<file path="src/hw/rtl/idss_pkg.sv">
// Package for the dedispersion delay-and-sum block: sizes, codes, shared types
// and helper functions. No dependencies.
package idss_pkg;

    // Sizing
    localparam int MAX_CHANNELS = 1024;
    localparam int CH_AW        = $clog2(MAX_CHANNELS);
    localparam int RING_AW      = 12;
    localparam int RING_DEPTH   = 2 ** RING_AW;

    // Field widths
    localparam int CHANNEL_W = 10;
    localparam int POL_W     = 8;
    localparam int DELAY_W   = 12;
    localparam int SUM_W     = 19;
    localparam int ACC_W     = 20;
    localparam int CFG_W     = 11;
    localparam int CHAN_RESET = 1024;

    // Register port
    localparam int PADDR_W = 3;
    localparam int PDATA_W = 32;

    // Lanes and output queue
    localparam int NUM_LANES     = 4;
    localparam int LANE_TOTAL    = 0;
    localparam int LANE_DIFF     = 1;
    localparam int LANE_CROSS_RE = 2;
    localparam int LANE_CROSS_IM = 3;
    localparam int OUT_AW        = 2;
    localparam int OUT_DEPTH     = 2 ** OUT_AW;
    localparam int OUT_CW        = $clog2(OUT_DEPTH + 1);

    typedef enum logic {
        OP_DATA  = 1'b0,
        OP_DELAY = 1'b1
    } t_op;

    typedef enum logic [PADDR_W-3:0] {
        REG_CHANNELS_IN_USE = '0
    } t_reg;

    typedef logic [ACC_W-1:0]   t_acc;
    typedef logic [RING_AW-1:0] t_slot;

    typedef struct packed {
        logic                  valid;
        logic                  last;
        t_slot                 acc_slot;
        t_slot                 emit_slot;
        logic                  init_we;
        t_slot                 init_slot;
        t_acc [NUM_LANES-1:0]  addend;
    } t_cmd;

    typedef struct packed {
        logic valid;
        t_acc value;
    } t_lane_out;

    typedef struct packed {
        logic        [SUM_W-1:0] sum_total;
        logic signed [SUM_W-1:0] sum_difference;
        logic        [SUM_W-1:0] sum_cross_real;
        logic        [SUM_W-1:0] sum_cross_imag;
    } t_result;

    // Last channel index for a channel count, clamped to 1..MAX_CHANNELS.
    function automatic logic [CFG_W-1:0] last_of(logic [CFG_W-1:0] n);
        logic [CFG_W-1:0] r;
        if (n == '0) begin
            r = '0;
        end else if (int'(n) > MAX_CHANNELS) begin
            r = CFG_W'(MAX_CHANNELS - 1);
        end else begin
            r = n - CFG_W'(1);
        end
        return r;
    endfunction

    // Ring slot of time slot plus delay, wrapping at the ring depth.
    function automatic t_slot slot_of(t_slot t, logic [DELAY_W-1:0] d);
        logic [RING_AW+DELAY_W-1:0] s;
        s = (RING_AW + DELAY_W)'(t) + (RING_AW + DELAY_W)'(d);
        return s[RING_AW-1:0];
    endfunction

endpackage

</file>
<file path="src/hw/rtl/idss_out_if.sv">
// Output channel of the dedispersion block: valid/ready plus the four
// channel-summed values of one time sample. Uses idss_pkg.
interface idss_out_if;
    logic                               valid;
    logic                               ready;
    logic        [idss_pkg::SUM_W-1:0]  sum_total;
    logic signed [idss_pkg::SUM_W-1:0]  sum_difference;
    logic        [idss_pkg::SUM_W-1:0]  sum_cross_real;
    logic        [idss_pkg::SUM_W-1:0]  sum_cross_imag;

    modport source (
        output valid, sum_total, sum_difference, sum_cross_real, sum_cross_imag,
        input  ready
    );
    modport sink (
        input  valid, sum_total, sum_difference, sum_cross_real, sum_cross_imag,
        output ready
    );
endinterface

</file>
<file path="src/hw/rtl/idss_merge.sv">
// Merge stage: joins the lane sums into one result, queues results for the
// output channel and reports room for more. Uses idss_pkg and idss_out_if.
module idss_merge (
    input  logic                                          i_clk,
    input  logic                                          i_rst_n,
    input  idss_pkg::t_cmd                                i_cmd,
    input  idss_pkg::t_lane_out [idss_pkg::NUM_LANES-1:0] i_lanes,
    idss_out_if.source                                    o_out,
    output logic                                          o_room
);

    idss_pkg::t_result            r_fifo [idss_pkg::OUT_DEPTH];
    logic [idss_pkg::OUT_AW-1:0]  r_wr_ptr;
    logic [idss_pkg::OUT_AW-1:0]  r_rd_ptr;
    logic [idss_pkg::OUT_CW-1:0]  r_count;

    logic                         push;
    logic                         pop;
    idss_pkg::t_result            result;
    idss_pkg::t_result            head;
    logic [idss_pkg::OUT_CW:0]    pending;

    assign push = i_lanes[idss_pkg::LANE_TOTAL].valid;
    assign pop  = o_out.valid && o_out.ready;

    always_comb begin
        result.sum_total      = i_lanes[idss_pkg::LANE_TOTAL].value[idss_pkg::SUM_W-1:0];
        result.sum_difference = i_lanes[idss_pkg::LANE_DIFF].value[idss_pkg::SUM_W-1:0];
        result.sum_cross_real = i_lanes[idss_pkg::LANE_CROSS_RE].value[idss_pkg::SUM_W-1:0];
        result.sum_cross_imag = i_lanes[idss_pkg::LANE_CROSS_IM].value[idss_pkg::SUM_W-1:0];
    end

    // Reserve a place for every result still in the lanes plus one more transaction.
    assign pending = (idss_pkg::OUT_CW + 1)'(r_count)
                   + (idss_pkg::OUT_CW + 1)'(i_cmd.valid && i_cmd.last)
                   + (idss_pkg::OUT_CW + 1)'(push);
    assign o_room  = pending < (idss_pkg::OUT_CW + 1)'(idss_pkg::OUT_DEPTH);

    assign head                 = r_fifo[r_rd_ptr];
    assign o_out.valid          = r_count != '0;
    assign o_out.sum_total      = head.sum_total;
    assign o_out.sum_difference = head.sum_difference;
    assign o_out.sum_cross_real = head.sum_cross_real;
    assign o_out.sum_cross_imag = head.sum_cross_imag;

    always_ff @(posedge i_clk) begin
        if (push) begin
            r_fifo[r_wr_ptr] <= result;
        end
    end

    always_ff @(posedge i_clk) begin
        if (!i_rst_n) begin
            r_wr_ptr <= '0;
            r_rd_ptr <= '0;
            r_count  <= '0;
        end else begin
            if (push) begin
                r_wr_ptr <= r_wr_ptr + idss_pkg::OUT_AW'(1);
            end
            if (pop) begin
                r_rd_ptr <= r_rd_ptr + idss_pkg::OUT_AW'(1);
            end
            unique case ({push, pop})
                2'b10:   r_count <= r_count + idss_pkg::OUT_CW'(1);
                2'b01:   r_count <= r_count - idss_pkg::OUT_CW'(1);
                default: r_count <= r_count;
            endcase
        end
    end

endmodule

</file>
<file path="src/flat_wrapper.sv">
// flat-port wrapper written by rule: the top's interface ports become plain ports
module idss_merge_flat 
  (i_clk, i_rst_n, i_cmd, i_lanes, o_room, o_out_valid, o_out_sum_total, o_out_sum_difference, o_out_sum_cross_real, o_out_sum_cross_imag, o_out_ready);
  idss_out_if o_out_i ();
  input  logic i_clk;
  input  logic i_rst_n;
  input  idss_pkg::t_cmd i_cmd;
  input  idss_pkg::t_lane_out [idss_pkg::NUM_LANES-1:0] i_lanes;
  output logic o_room;
  output wire logic [$bits(o_out_i.valid)-1:0] o_out_valid;
  output wire logic [$bits(o_out_i.sum_total)-1:0] o_out_sum_total;
  output wire logic [$bits(o_out_i.sum_difference)-1:0] o_out_sum_difference;
  output wire logic [$bits(o_out_i.sum_cross_real)-1:0] o_out_sum_cross_real;
  output wire logic [$bits(o_out_i.sum_cross_imag)-1:0] o_out_sum_cross_imag;
  input wire logic [$bits(o_out_i.ready)-1:0] o_out_ready;
  assign o_out_valid = o_out_i.valid;
  assign o_out_sum_total = o_out_i.sum_total;
  assign o_out_sum_difference = o_out_i.sum_difference;
  assign o_out_sum_cross_real = o_out_i.sum_cross_real;
  assign o_out_sum_cross_imag = o_out_i.sum_cross_imag;
  assign o_out_i.ready = o_out_ready;
  idss_merge u_core (.i_clk(i_clk), .i_rst_n(i_rst_n), .i_cmd(i_cmd), .i_lanes(i_lanes), .o_out(o_out_i), .o_room(o_room));
endmodule
</file>
<file path="config.mk">
export PLATFORM = sky130hd
export DESIGN_NAME = idss_merge_flat
export DESIGN_NICKNAME = d
export VERILOG_FILES = /design/src/hw/rtl/idss_pkg.sv /design/src/hw/rtl/idss_out_if.sv /design/src/hw/rtl/idss_merge.sv /design/src/flat_wrapper.sv
export SDC_FILE = /design/constraint.sdc
export NUM_CORES = 1
export LEC_CHECK = 0
export ABC_AREA = 1
export ABC_CLOCK_PERIOD_IN_PS = 2200
export BUFFER_PORTS_ARGS = -buffer_cell sky130_fd_sc_hd__buf_4
export CELL_PAD_IN_SITES_DETAIL_PLACEMENT = 1
export CELL_PAD_IN_SITES_GLOBAL_PLACEMENT = 2
export CORE_MARGIN = 2
export CORE_UTILIZATION = 33
export DETAILED_ROUTE_END_ITERATION = 10
export GPL_TIMING_DRIVEN = 0
export PLACE_DENSITY_LB_ADDON = 0.08
export SLEW_MARGIN = 20
export SYNTH_ARGS = -nofsm -noshare
export SYNTH_HDL_FRONTEND = slang
export SYNTH_SLANG_ARGS = --single-unit
export TNS_END_PERCENT = 100
</file>
<file path="constraint.sdc">
create_clock -name i_clk -period 2.2 [get_ports i_clk]
set_input_delay 0.22 -clock i_clk [delete_from_list [all_inputs] [get_ports i_clk]]
set_output_delay 0.22 -clock i_clk [all_outputs]
set_load 0.02 [all_outputs]
</file>
==> metrics.md <==
| Metric | Value |
|---|---|
| CP bufs+invs | `4` |
| Least-Margin Pin Slew | `731.7 ps` |
| Die width | `193.8 um` |
| Total GRT Usage | `0.1701` |
| DR vias | `7562` |
| Final wirelength | `32260 um` |
| Ys async rst share | `0` |
| Root Buffer | `clkbuf_16` |
| Gate Count Post-Synth | `805` |
| Non-Filler Instances | `1578` |
| CP Class | `flop to primary output` |
| Max incr delay on CP | `350 ps` |
| Syn_area_per_cell | `14.77 um^2` |
| Rows | `69` |
| DIE AREA | `0.03757 mm^2` |
| Cells after DPL | `1436` |
| CP Max Fanout | `10` |
| Post-synth EDFFs | `304` |
| Worst EP arrival | `1900 ps` |
| Die height | `193.8 um` |
| CTS tree | `done` |
| Synth Area in Simple Gates | `0.05997` |
| Distinct cells, synth | `23` |
| Clock Path Buffers | `3` |
| Period utilization | `0.9643` |
| Vias in the first global route | `8179` |
| Post-Syn Area | `0.01189 mm^2` |
| Main combinational cell family by area after synthesis | `compound AO/OA/AOI/OAI gates` |
| Compound-Gate Fraction of Synth Area | `0.1108` |
| RD Place Congestion | `0.6954` |
| Cell mode on critical path | `buf_12` |
| Outcome | `finished clean` |
| Antenna viol nets, final | `0` |
| Post-synthesis xor/xnor area fraction | `0` |
| Pleak | `5.707 nW` |
| Multi-input logic area | `0.002201 mm^2` |
| Initial antenna violation count | `1` |
| Slew headroom | `0.5112` |
| Fin. max-slew vios | `0` |
| Crit-path slowest cell | `dfxtp_1` |
| Final setup skew | `9.445 ps` |
| Initial Util | `0.3343` |
| Core Area | `0.03557 mm^2` |
| Pin count of the biggest net entering global routing | `28` |
| Warnings from Yosys | `0` |
| H-tree depth | `2` |
| Most numerous cell in the Yosys netlist | `edfxtp_1` |
| Routed WL per cell | `20.45 um` |
| CTS sink cnt | `313` |
| Top cell type's share of synthesized area | `0.7677` |
| Detailed Place HPWL | `20120 um` |
| Vias per cell | `4.792` |
| Critical hold path startpoint | `o_out_ready` |
| Pwr Total | `0.01649 W` |
| Final hold vios | `0` |
| Power Density | `1033 mW/mm^2` |
| Startpoint Class | `flop` |
| Fin crit period | `2122 ps` |
| Critical path data required time | `1980 ps` |
| DR pass1 iterations | `4` |
| Register area | `0.009310 mm^2` |
| Mux contribution to synthesized area | `0` |
| IO Port Bufs | `159` |
| Final Setup Violations | `0` |
| Setup TNS | `0 ps` |
| Worst VDD drop | `576.6 uV` |
| RR Startpoint | `u_core.r_wr_ptr[1]` |
| Crit end category | `primary output` |
| Clk_lat worst skew | `510 ps` |
| Main area contributors after synthesis | `edfxtp_1 77%, o21ai_0 6.4%, nor2_1 4.5%` |
| Leading area contributor after synthesis | `edfxtp_1` |
| Post-synthesis sequential area ratio | `0.7828` |
| DRC viols | `0` |
| Ys flop type | `edfxtp_1` |
| Adder-cell share of the synthesized area | `0.007997` |
| Min-Delay Path Class | `input port to flop` |
| First-pass GRT wire length | `48840 um` |
| CP Cell Sequence | `buf_12 -> buf_12 -> buf_6 -> o21ai_0 -> o22ai_1 -> buf_4` |
| Fmax | `471.4 MHz` |
| Area delta synth->final | `34.27%` |
| Final design utilization | `0.4489` |
| Max-cap check violation count | `0` |
| # fillers | `3606` |
| Crit path max-delay family | `buffers and inverters` |
| Total grt overflow | `0` |
| Number of CTS-inserted buffers | `37` |
| Clk slew on worst S/H paths | `60 ps` |
| Synth cell count leaders | `304 x edfxtp_1, 152 x o21ai_0, 142 x nor2_1, 71 x o22ai_1, 18 x inv_1` |
| Yosys reg bits | `313` |
| DRT iter0 DRCs | `256` |
| IO Count | `284` |
| Final Net Count | `1308` |
| Syn nets | `1018` |
| RSZ-0062 raised after global routing | `yes` |
| Layout cells sized above 1 | `0.2760` |
-- what timing repair did --
item	4_1_cts	5_1_grt
hold buffers	77	0
pin swaps	1	0
endpoints found under the setup margin	96	48
setup buffers	1	2
gates resized for setup	31	23
hold endpoints to repair	311	0
gates cloned	0	1
-- sequential cells by signal, summed over array words and instances, names as in the netlist, named ones only --
register / cells
u_core.r_rd_ptr: 2
u_core.r_count: 3
u_core.r_wr_ptr: 2
u_core.r_fifo: 304
-- cell type report --
| cell class | count | share of cell area |
|---|---|---|
| plain buffers | 49 | 0.02758 |
| flip-flops and latches | 313 | 0.5831 |
| well taps | 461 | 0.03613 |
| inverters | 20 | 0.006112 |
| clock inverters | 14 | 0.005564 |
| clock buffers | 46 | 0.06277 |
| multi-input cells | 423 | 0.1378 |
| diodes | 1 | 0.0001567 |
| repair buffers | 251 | 0.1407 |
-- kinds of logic after synthesis --
group	after synthesis
flip-flops	313
AND/OR/NAND/NOR	178
adder cells (fa/ha/maj)	7
AO/OA/AOI/OAI	238
buffers and inverters	69
-- cells in the final DEF (no fill, tap or decap), types with 5 or more instances in the layout --
cell | netlist | routed
a21oi_1 | 6 | 6
buf_12 | 2 | 13
buf_4 | 8 | 173
buf_8 | 7 | 7
clkbuf_1 | 13 | 7
clkbuf_16 | 0 | 40
clkbuf_2 | 7 | 15
clkbuf_4 | 0 | 5
clkinv_1 | 0 | 8
dfxtp_1 | 9 | 8
dlygate4sd3_1 | 0 | 77
edfxtp_1 | 304 | 304
ha_1 | 6 | 6
inv_1 | 18 | 14
nand2_1 | 16 | 16
nor2_1 | 142 | 142
nor2_2 | 16 | 16
o21ai_0 | 152 | 145
o21ai_1 | 4 | 11
o22ai_1 | 71 | 59
o22ai_2 | 5 | 17
-- final timing paths --
| path | endpoint | slack, ps | cells past startpoint |
|---|---|---|---|
| min reg2reg | flop | 490 | 2 |
| max reg2reg | u_core.r_fifo[1][44] | 180 | 5 |
| min | flop | 30 | 3 |
| max | o_out_sum_total[0] | 80 | 6 |
-- per-layer routing --
| layer | wire, um | GRT usage |
|---|---|---|
| met5 | 0 | 0 |
| met4 | 493 | 0.03676 |
| met3 | 1356 | 0.03322 |
| met2 | 16090 | 0.2963 |
| met1 | 14330 | 0.2206 |
-- per-stage QoR --
stage,instance area (um^2),setup WS (ps),hold slack (ps)
finish,15970,78.44,26.02
global placement,13680,-1329,421.5
detailed placement,13910,-13.51,422.8
global route,15960,-2.614,34.26
CTS,15870,8.799,8.724
floorplan,11910,12.66,318.9
-- tightest hold or removal path, delay by kind of cell --
| family | cells | cell delay, ps |
|---|---|---|
| AOI/OAI and AO/OA | 1 | 80 |
| and+or+nand+nor | 1 | 70 |
| buffers and inverters | 1 | 120 |
-- power breakdown --
group          internal, W  total [W]  switching [W]
sequential         0.00683    0.00691      0.0000763
clock              0.00331    0.00556        0.00224
combinational      0.00156    0.00402        0.00246
(Power assumes the default switching activity.)
